===== config.mk =====
export PLATFORM = sky130hd
export DESIGN_NAME = json_string_unescape
export DESIGN_NICKNAME = d
export VERILOG_FILES = /design/src/design/jsu_pkg.sv /design/src/design/jsu_decoder.sv /design/src/design/jsu_result_buf.sv /design/src/design/json_string_unescape.sv
export SDC_FILE = /design/constraint.sdc
export NUM_CORES = 1
export LEC_CHECK = 0
export ABC_AREA = 1
export BUFFER_PORTS_ARGS = -buffer_cell sky130_fd_sc_hd__buf_4
export CAP_MARGIN = 30
export CORE_MARGIN = 4
export CORE_UTILIZATION = 65
export CTS_BUF_LIST = sky130_fd_sc_hd__clkbuf_8 sky130_fd_sc_hd__clkbuf_16
export CTS_CLUSTER_DIAMETER = 30
export CTS_CLUSTER_SIZE = 30
export DETAILED_ROUTE_END_ITERATION = 8
export PLACE_DENSITY_LB_ADDON = 0.25
export SYNTH_ARGS = -nofsm -noshare
export SYNTH_HDL_FRONTEND = slang
export SYNTH_SLANG_ARGS = --single-unit

===== constraint.sdc =====
create_clock -name clk -period 4.9 [get_ports clk]
set_input_delay 0.98 -clock clk [delete_from_list [all_inputs] [get_ports clk]]
set_output_delay 0.98 -clock clk [all_outputs]
set_load 0.005 [all_outputs]

===== src/design/jsu_pkg.sv =====
`default_nettype none

package jsu_pkg;

    typedef enum logic [1:0] {
        KIND_BYTE  = 2'd0,
        KIND_DONE  = 2'd1,
        KIND_ERROR = 2'd2
    } kind_t;

    // One decoded run: up to three results, entry 0 goes out first.
    typedef struct packed {
        logic [2:0][7:0] bytes;
        kind_t           kind;
        logic [1:0]      cnt;
    } run_t;

    localparam logic [7:0] CHAR_QUOTE     = 8'h22;
    localparam logic [7:0] CHAR_BACKSLASH = 8'h5C;
    localparam logic [7:0] CHAR_SLASH     = 8'h2F;
    localparam logic [7:0] CHAR_U         = 8'h75;
    localparam logic [7:0] CTRL_LIMIT     = 8'h20;
    localparam logic [7:0] UTF8_CONT      = 8'h80;
    localparam logic [7:0] UTF8_LEAD2     = 8'hC0;
    localparam logic [7:0] UTF8_LEAD3     = 8'hE0;
    localparam logic [5:0] UTF8_MASK      = 6'h3F;

    // {valid, value} of an ASCII hex digit, either case.
    function automatic logic [4:0] hex_digit(input logic [7:0] b);
        logic [4:0] r;
        r = 5'd0;
        if (b >= 8'h30 && b <= 8'h39) begin
            r = {1'b1, 4'(b - 8'h30)};
        end
        else if (b >= 8'h61 && b <= 8'h66) begin
            r = {1'b1, 4'(b - 8'h57)};
        end
        else if (b >= 8'h41 && b <= 8'h46) begin
            r = {1'b1, 4'(b - 8'h37)};
        end
        return r;
    endfunction

endpackage

`default_nettype wire


===== src/design/jsu_decoder.sv =====
`default_nettype none

module jsu_decoder
    import jsu_pkg::*;
(
    input  wire logic       clk,
    input  wire logic       rst_n,
    input  wire logic       commit,
    input  wire logic [7:0] text_byte,
    input  wire logic       end_of_text,
    output run_t            run
);

    typedef enum logic [3:0] {
        MODE_IDLE   = 4'b0001,
        MODE_STRING = 4'b0010,
        MODE_ESCAPE = 4'b0100,
        MODE_HEX    = 4'b1000
    } mode_t;

    mode_t       mode_reg, mode_next;
    logic [1:0]  hex_cnt_reg, hex_cnt_next;
    logic [11:0] acc_reg, acc_next;

    logic [4:0]  hd;
    logic [15:0] code;
    logic [8:0]  esc;

    // {ok, mapped byte} for a single-letter escape
    function automatic logic [8:0] escape_map(input logic [7:0] b);
        logic [8:0] r;
        r = 9'd0;
        unique case (b)
            CHAR_QUOTE:     r = {1'b1, CHAR_QUOTE};
            CHAR_BACKSLASH: r = {1'b1, CHAR_BACKSLASH};
            CHAR_SLASH:     r = {1'b1, CHAR_SLASH};
            8'h62:          r = {1'b1, 8'h08};
            8'h66:          r = {1'b1, 8'h0C};
            8'h6E:          r = {1'b1, 8'h0A};
            8'h72:          r = {1'b1, 8'h0D};
            8'h74:          r = {1'b1, 8'h09};
            default:        r = 9'd0;
        endcase
        return r;
    endfunction

    assign hd   = hex_digit(text_byte);
    assign code = {acc_reg, hd[3:0]};
    assign esc  = escape_map(text_byte);

    always_comb
    begin
        run          = '0;
        run.kind     = KIND_BYTE;
        mode_next    = mode_reg;
        hex_cnt_next = hex_cnt_reg;
        acc_next     = acc_reg;
        if (end_of_text) begin
            mode_next    = MODE_IDLE;
            hex_cnt_next = 2'd0;
            acc_next     = 12'd0;
            run.kind     = KIND_ERROR;
            run.cnt      = 2'd1;
        end
        else begin
            unique case (mode_reg)
                MODE_IDLE:
                begin
                    if (text_byte == CHAR_QUOTE) begin
                        mode_next = MODE_STRING;
                    end
                    else begin
                        run.kind = KIND_ERROR;
                        run.cnt  = 2'd1;
                    end
                end
                MODE_STRING:
                begin
                    if (text_byte == CHAR_QUOTE) begin
                        mode_next = MODE_IDLE;
                        run.kind  = KIND_DONE;
                        run.cnt   = 2'd1;
                    end
                    else if (text_byte < CTRL_LIMIT) begin
                        mode_next = MODE_IDLE;
                        run.kind  = KIND_ERROR;
                        run.cnt   = 2'd1;
                    end
                    else if (text_byte == CHAR_BACKSLASH) begin
                        mode_next = MODE_ESCAPE;
                    end
                    else begin
                        run.bytes[0] = text_byte;
                        run.cnt      = 2'd1;
                    end
                end
                MODE_ESCAPE:
                begin
                    if (text_byte == CHAR_U) begin
                        mode_next    = MODE_HEX;
                        hex_cnt_next = 2'd0;
                        acc_next     = 12'd0;
                    end
                    else if (esc[8]) begin
                        mode_next    = MODE_STRING;
                        run.bytes[0] = esc[7:0];
                        run.cnt      = 2'd1;
                    end
                    else begin
                        mode_next = MODE_IDLE;
                        run.kind  = KIND_ERROR;
                        run.cnt   = 2'd1;
                    end
                end
                MODE_HEX:
                begin
                    if (!hd[4]) begin
                        mode_next    = MODE_IDLE;
                        hex_cnt_next = 2'd0;
                        acc_next     = 12'd0;
                        run.kind     = KIND_ERROR;
                        run.cnt      = 2'd1;
                    end
                    else if (hex_cnt_reg != 2'd3) begin
                        acc_next     = {acc_reg[7:0], hd[3:0]};
                        hex_cnt_next = hex_cnt_reg + 2'd1;
                    end
                    else begin
                        mode_next    = MODE_STRING;
                        hex_cnt_next = 2'd0;
                        acc_next     = 12'd0;
                        // encode the code unit as UTF-8, surrogates included
                        if (code[15:7] == 9'd0) begin
                            run.bytes[0] = code[7:0];
                            run.cnt      = 2'd1;
                        end
                        else if (code[15:11] == 5'd0) begin
                            run.bytes[0] = UTF8_LEAD2 | {3'd0, code[10:6]};
                            run.bytes[1] = UTF8_CONT | {2'd0, code[5:0] & UTF8_MASK};
                            run.cnt      = 2'd2;
                        end
                        else begin
                            run.bytes[0] = UTF8_LEAD3 | {4'd0, code[15:12]};
                            run.bytes[1] = UTF8_CONT | {2'd0, code[11:6] & UTF8_MASK};
                            run.bytes[2] = UTF8_CONT | {2'd0, code[5:0] & UTF8_MASK};
                            run.cnt      = 2'd3;
                        end
                    end
                end
                default:
                begin
                    mode_next    = MODE_IDLE;
                    hex_cnt_next = 2'd0;
                    acc_next     = 12'd0;
                end
            endcase
        end
    end

    always_ff @(posedge clk or negedge rst_n)
    begin
        if (!rst_n) begin
            mode_reg    <= MODE_IDLE;
            hex_cnt_reg <= 2'd0;
            acc_reg     <= 12'd0;
        end
        else if (commit) begin
            mode_reg    <= mode_next;
            hex_cnt_reg <= hex_cnt_next;
            acc_reg     <= acc_next;
        end
    end

    // digit count and accumulator are only live inside a \u escape
    a_hex_cnt_in_hex: assert property (@(posedge clk) disable iff (!rst_n)
        hex_cnt_reg != 2'd0 |-> mode_reg == MODE_HEX)
        else $error("hex digit count set outside hex mode");

    a_acc_in_hex: assert property (@(posedge clk) disable iff (!rst_n)
        acc_reg != 12'd0 |-> mode_reg == MODE_HEX)
        else $error("code accumulator set outside hex mode");

    a_eot_to_idle: assert property (@(posedge clk) disable iff (!rst_n)
        commit && end_of_text |=> mode_reg == MODE_IDLE)
        else $error("end of text did not return to idle");

endmodule

`default_nettype wire


===== src/design/jsu_result_buf.sv =====
`default_nettype none

module jsu_result_buf
    import jsu_pkg::*;
(
    input  wire logic       clk,
    input  wire logic       rst_n,
    input  wire logic       load,
    input  wire run_t       run,
    output logic            can_load,
    output logic            out_valid,
    input  wire logic       out_ready,
    output logic [7:0]      out_byte,
    output logic [1:0]      result_kind,
    output logic            last_of_run
);

    logic [2:0][7:0] bytes_reg;
    kind_t           kind_reg;
    logic [1:0]      cnt_reg;
    logic            pop;

    assign out_valid   = cnt_reg != 2'd0;
    assign pop         = out_valid && out_ready;
    assign last_of_run = cnt_reg == 2'd1;
    assign out_byte    = bytes_reg[0];
    assign result_kind = kind_reg;
    // take a new run once the current one is gone or leaves this cycle
    assign can_load    = (cnt_reg == 2'd0) || (last_of_run && out_ready);

    always_ff @(posedge clk or negedge rst_n)
    begin
        if (!rst_n) begin
            cnt_reg <= 2'd0;
        end
        else if (load) begin
            cnt_reg <= run.cnt;
        end
        else if (pop) begin
            cnt_reg <= cnt_reg - 2'd1;
        end
    end

    always_ff @(posedge clk)
    begin
        if (load) begin
            bytes_reg <= run.bytes;
            kind_reg  <= run.kind;
        end
        else if (pop) begin
            bytes_reg[0] <= bytes_reg[1];
            bytes_reg[1] <= bytes_reg[2];
        end
    end

    a_load_when_free: assert property (@(posedge clk) disable iff (!rst_n)
        load |-> cnt_reg == 2'd0 || (cnt_reg == 2'd1 && out_ready))
        else $error("run loaded over pending results");

    a_status_single: assert property (@(posedge clk) disable iff (!rst_n)
        out_valid && kind_reg != KIND_BYTE |-> last_of_run)
        else $error("done or error result not alone in its run");

    a_drain_empty: assert property (@(posedge clk) disable iff (!rst_n)
        pop && last_of_run && !load |=> !out_valid)
        else $error("buffer not empty after last result taken");

endmodule

`default_nettype wire


===== src/design/json_string_unescape.sv =====
`default_nettype none

// Channel   Handshake               Payload
// input     in_valid / in_ready     text_byte, end_of_text
// output    out_valid / out_ready   out_byte, result_kind, last_of_run
//
// An input byte is held in an input register, decoded combinationally and its
// zero to three results moved into a result buffer that drains one per cycle
// while out_ready is high. One byte per cycle is sustained while each byte
// yields at most one result and out_ready is high; longer runs hold the input.
// Reset (rst_n, async low) returns the scanner to idle and empties both stages.
// A stalled output holds the buffer; the input register then fills and
// in_ready drops until the buffer can take the next run.

module json_string_unescape
    import jsu_pkg::*;
(
    input  wire logic       clk,
    input  wire logic       rst_n,
    input  wire logic       in_valid,
    output logic            in_ready,
    input  wire logic [7:0] text_byte,
    input  wire logic       end_of_text,
    output logic            out_valid,
    input  wire logic       out_ready,
    output logic [7:0]      out_byte,
    output logic [1:0]      result_kind,
    output logic            last_of_run
);

    logic       in_vld_reg;
    logic [7:0] byte_reg;
    logic       eot_reg;
    logic       can_load;
    logic       advance;
    run_t       run;

    assign advance  = in_vld_reg && can_load;
    assign in_ready = !in_vld_reg || advance;

    always_ff @(posedge clk or negedge rst_n)
    begin
        if (!rst_n) begin
            in_vld_reg <= 1'b0;
        end
        else if (in_ready) begin
            in_vld_reg <= in_valid;
        end
    end

    always_ff @(posedge clk)
    begin
        if (in_ready && in_valid) begin
            byte_reg <= text_byte;
            eot_reg  <= end_of_text;
        end
    end

    jsu_decoder u_decoder (
        .clk         (clk),
        .rst_n       (rst_n),
        .commit      (advance),
        .text_byte   (byte_reg),
        .end_of_text (eot_reg),
        .run         (run)
    );

    jsu_result_buf u_result_buf (
        .clk         (clk),
        .rst_n       (rst_n),
        .load        (advance),
        .run         (run),
        .can_load    (can_load),
        .out_valid   (out_valid),
        .out_ready   (out_ready),
        .out_byte    (out_byte),
        .result_kind (result_kind),
        .last_of_run (last_of_run)
    );

endmodule

`default_nettype wire


==> impl_metrics.ini, run 1 <==
[grt]
track_usage = 0.251
grt_pass1_vias = 2562
antenna_found_initial = 0
grt_pass1_wl_mm = 12.2
grt_max_degree = 22
grt_remaining_overflow = 0

[finish]
final_util = 0.742
area_growth_pct = 8.86
largest_reg_flops = 14
nets = 446
finalInstanceArea_um2 = 3550
drive_gt1_frac = 0.159
fin_cells = 494
antennaDiodeCount = 0

[die]
die_y_um = 78.9
die_w_um = 78.9
initial_utilization = 0.682
io_pins = 26
dieArea_um2 = 6220
rows = 25
core_area_um2 = 4790

[synth]
ys_warn_count = 0
yosys.area.top_type = edfxtp_1
synthCells = 407
ys_ff_latch = 54
synth_top_area_frac = 0.304
synth.area.top_cells = edfxtp_1 30%, dfrtp_1 15%, nand2_1 14%, inv_1 5.4%, nand3_1 5.4%
synth.distinct_cells = 35
syn_avg_cell_area_um2 = 8.02
synth-seq-area-share = 0.465
netlist_area_um2 = 3260
syn_nets = 427

[worst_setup_path]
rr_startpoint = u_result_buf.cnt_reg[0]
crit_fanout = 17
r2r-end = u_decoder.hex_cnt_reg[1]
crit_start = out_ready
cp-endpoint = u_decoder.hex_cnt_reg[1]
path_class = input port to flip-flop
required_ns = 5.08
r2r_slack_ns = 2.33
cp-end-kind = flip-flop
worst_setup_path_start_kind = input port
reg2reg_depth = 9
worst_ep_arrival_time_ns = 2.82

[detailed_routing]
avgRoutedWirePerCell_um = 14.8
via_count = 2761
wl_met2_mm = 3.32
routed_wl_mm = 7.30
antenna_left = 0
top_layer = met4
met3_length_um = 513
dr.first_iter.drc_count = 260
drt_pass1_iterations = 5
drc = 0
wl_met1_mm = 3.30
vias_per_cell = 5.59

[sta]
setup_tns_ns = 0
tightest_slew_ns = 0.654
skew_ns = 0.0108
rsz0062_at_grt = no
max_freq_mhz = 379
max-slew-margin-rel = 0.564
drv_slew = 0
fin_crit_sh = 0.539
finalCriticalPeriod_ns = 2.64
setup_viol = 0
hold_viol = 0
holdWs_ns = 0.509
timing.final.ws_setup_ns = 2.26

[clock_network]
clock-sinks = 54
worstSkewPairLatency_ns = 0.31
cts_setup_buffers = 0
ctsResizeCount = 0
cts_buffers = 5
clk_path_buf_depth = 2
ctsHoldBuffers = 0
htree_levels = 2
path_clk_slew_ns = 0.11
cts_tree = done
cts_root_buf = clkbuf_8

[run]
maxCapViolCount = 0

[place]
dpl.hpwl_mm = 5.54
gp_congestion = 0.948
port_buffers = 25
dpl_cell_area_um2 = 3440
pre_cts_ws_ns = 1.93
dp_cells = 486

[min_path]
hold_class = flip-flop to flip-flop

[power_and_ir_drop]
switching_share = 0.378
ir_worst_vdd_mv = 0.228
p_clk_frac = 0.185
p_leak_nw = 1.71
p_comb_frac = 0.374
power_density_nw_per_um2 = 473
p_int_mw = 1.04
power_mw = 1.68
seq_power_share = 0.441
switching_power_mw = 0.634

[outcome]
status = completed
[logic make-up (layout without fill, tap and decap cells)]
family / Yosys count / in the layout / share of synthesized area
flops: 54 / 54 / 0.465
fa+ha+maj: 7 / 7 / 0.0268
compound gates: 49 / 49 / 0.0886
simple gates: 231 / 231 / 0.327
buf+inv: 66 / 86 / 0.0928
[synth_stat cells]
cell and count:
nor2_4 3, nand3_4 1, nor3_2 1, nor3_4 2, o31ai_1 2, clkinv_4 1
or2_2 2, buf_4 9, nand2_4 2, o21ai_0 17, o22ai_1 5, a31oi_1 2
o21ai_2 3, clkbuf_1 1, nand2_1 122, nor3_1 2, o21bai_1 1, nand3_2 2
a21oi_1 5, buf_2 1, nand4_1 10, nand3_1 35, edfxtp_1 33, buf_6 2
inv_1 47, o21ai_1 11, nor2_2 5, nor2_1 38, a21oi_4 1, ha_1 7
nand2_2 6, dfrtp_1 20, a22oi_1 2, inv_2 5, dfstp_2 1
[worst min path at each step]
stage | start | to | slack (ns) | cells after the start
after floorplan | u_decoder.hex_cnt_reg[1] | u_decoder.hex_cnt_reg[1] | 0.46 | 2
after global routing | u_decoder.mode_reg[0] | u_decoder.mode_reg[0] | 0.51 | 2
final | u_decoder.mode_reg[0] | u_decoder.mode_reg[0] | 0.51 | 2
after CTS | u_decoder.mode_reg[0] | u_decoder.mode_reg[0] | 0.51 | 2
after detailed placement | u_decoder.mode_reg[0] | u_decoder.mode_reg[0] | 0.49 | 2
after global placement | u_decoder.hex_cnt_reg[1] | u_decoder.hex_cnt_reg[1] | 0.48 | 2
[layout by cell type, fill, tap and decap left out, types with 2 or more instances in the layout]
cell	count
a21oi_1	5
a22oi_1	2
a31oi_1	2
buf_4	25
clkbuf_8	5
dfrtp_1	20
edfxtp_1	33
ha_1	7
inv_1	47
inv_2	5
inv_6	2
nand2_1	122
nand2_2	6
nand2_4	2
nand3_1	35
nand3_2	2
nand4_1	10
nor2_1	38
nor2_2	5
nor2_4	3
nor3_1	2
nor3_4	2
o21ai_0	17
o21ai_1	11
o21ai_2	3
o22ai_1	5
o31ai_1	2
or2_2	2
[area by class of cell]
class	count	area, um2
clock inverter	3	47.5
multi-input combinational	287	1440
inverter	53	204
tap	67	83.8
timing repair buffer	25	188
sequential	54	1520
clock buffer	5	68.8
fill	386	1230
[power by group through the flow]
stage	clock (mW)	sequential, mW	combinational, mW
3_3_place_gp	0	0.746	0.612
5_1_grt	0.334	0.756	0.710
4_1_cts	0.312	0.741	0.627
3_5_place_dp	0	0.751	0.625
6_report	0.310	0.741	0.628
2_1_floorplan	0	0.725	0.497
[per-layer routing]
metal / GRT usage / vias to the layer above
li1: - / 1369
met1: 0.351 / 1265
met3: 0.0567 / 19
met5: 0 / -
met2: 0.386 / 108
met4: 0.0911 / 0
[worst max-delay path: stages]
cell	delay, ns
buf_4	0.08
a21oi_1	0.08
nor2_2	0.52
inv_2	0.30
a21oi_4	0.44
inv_1	0.20
nand2_1	0.11
o21ai_0	0.10
No activity file was read; power rests on OpenSTA's default activity.
==> inputs of run 2 (changes only) <==
--- a/config.mk
+++ b/config.mk
@@ -9,7 +9,7 @@
 export BUFFER_PORTS_ARGS = -buffer_cell sky130_fd_sc_hd__buf_4
 export CAP_MARGIN = 30
 export CORE_MARGIN = 4
-export CORE_UTILIZATION = 65
+export CORE_UTILIZATION = 60
 export CTS_BUF_LIST = sky130_fd_sc_hd__clkbuf_8 sky130_fd_sc_hd__clkbuf_16
 export CTS_CLUSTER_DIAMETER = 30
 export CTS_CLUSTER_SIZE = 30
==> constraint.sdc (replaced) <==
create_clock -name clk -period 2.6 [get_ports clk]
set_input_delay 0.52 -clock clk [delete_from_list [all_inputs] [get_ports clk]]
set_output_delay 0.52 -clock clk [all_outputs]
set_load 0.005 [all_outputs]
==> impl_metrics.ini, run 2 (synthesis results as in run 1) <==
[outcome]
status = completed

[detailed_routing]
vias_per_cell = 5.53
drc = 0
avgRoutedWirePerCell_um = 14.9
antenna_left = 0
drt_pass1_iterations = 4
routed_wl_mm = 7.49
via_count = 2770
dr.first_iter.drc_count = 323

[sta]
tightest_slew_ns = 0.642
fin_crit_sh = 0.897
max-slew-margin-rel = 0.568
finalCriticalPeriod_ns = 2.33
drv_slew = 0
max_freq_mhz = 429
hold_viol = 0
timing.final.ws_setup_ns = 0.267
rsz0062_at_grt = no
skew_ns = 0.00627
setup_viol = 0
setup_tns_ns = 0
holdWs_ns = 0.0703

[clock_network]
cts_buffers = 5
cts_root_buf = clkbuf_8
htree_levels = 2
clock-sinks = 54
clk_path_buf_depth = 2
cts_tree = done
ctsHoldBuffers = 0
worstSkewPairLatency_ns = 0.31
cts_setup_buffers = 0
path_clk_slew_ns = 0.10
ctsResizeCount = 0

[grt]
grt_pass1_vias = 2502
track_usage = 0.244
grt_remaining_overflow = 0
grt_max_degree = 22
grt_pass1_wl_mm = 12.2
antenna_found_initial = 0

[place]
pre_cts_ws_ns = 0.366
dp_cells = 493
port_buffers = 25
dpl.hpwl_mm = 5.83
gp_congestion = 0.949
dpl_cell_area_um2 = 3470

[die]
die_y_um = 81.7
die_w_um = 81.7
dieArea_um2 = 6680
initial_utilization = 0.627
rows = 26
io_pins = 26
core_area_um2 = 5200

[finish]
drive_gt1_frac = 0.165
fin_cells = 501
final_util = 0.684
antennaDiodeCount = 0
nets = 450
layout_common_cells = 122 x nand2_1, 47 x inv_1, 38 x nor2_1, 35 x nand3_1, 33 x edfxtp_1
area_growth_pct = 9.05
finalInstanceArea_um2 = 3560
largest_reg_flops = 14
final_common_cell = nand2_1

[power_and_ir_drop]
power_mw = 3.12
p_leak_nw = 1.71
ir_worst_vdd_mv = 0.415
power_density_nw_per_um2 = 876

[worst_setup_path]
required_ns = 2.68
worst_setup_path_start_kind = flip-flop
cp-end-kind = flip-flop
r2r_slack_ns = 0.27
path_class = flip-flop to flip-flop
crit_fanout = 6
worst_ep_arrival_time_ns = 2.41

[run]
maxCapViolCount = 0

[min_path]
hold_class = input port to asynchronous set/reset pin
run 2: cell type report:
| cell class | instances | area, um2 |
|---|---|---|
| Tap cell | 70 | 87.6 |
| Multi-Input combinational cell | 287 | 1440 |
| Inverter | 53 | 204 |
| Clock buffer | 5 | 68.8 |
| Sequential cell | 54 | 1520 |
| Timing Repair Buffer | 29 | 218 |
| Fill cell | 432 | 1650 |
| Clock inverter | 3 | 20.0 |
run 2: worst paths after layout:
check | cells after the start | startpoint | end
worst min-delay path | 1 | rst_n | u_result_buf.cnt_reg[0]
worst max register to register | 11 | byte_reg[0] | u_result_buf.out_byte[3]
max in group asynchronous | 1 | rst_n | u_decoder.mode_reg[0]
min in group clk | 1 | text_byte[2] | byte_reg[2]
worst max-delay path | 11 | byte_reg[0] | u_result_buf.out_byte[3]
worst min register to register | 2 | u_decoder.hex_cnt_reg[1] | u_decoder.hex_cnt_reg[1]
run 2: worst max-delay path, stage by stage (launching register included):
cell and delay (ns):
edfxtp_1 0.47, inv_1 0.18, ha_1 0.27, o21ai_2 0.09, nand2_2 0.10, nand2_4 0.08
o21ai_0 0.52, nand2_1 0.10, nand3_1 0.10, nand2_1 0.06, nand2_1 0.07, nand2_1 0.05
run 2: report_power, final:
part	internal, mW	total, mW	switching, mW
clock network	0.190	0.477	0.287
registers	1.26	1.39	0.133
logic	0.445	1.25	0.803
total	1.89	3.12	1.22
run 2: layer usage:
layer / part of all wire / GRT usage / wire [um]
met1: 0.46 / 0.354 / 3440
met2: 0.44 / 0.364 / 3300
met5: 0 / 0 / 0
met3: 0.082 / 0.0526 / 612
met4: 0.017 / 0.0748 / 126
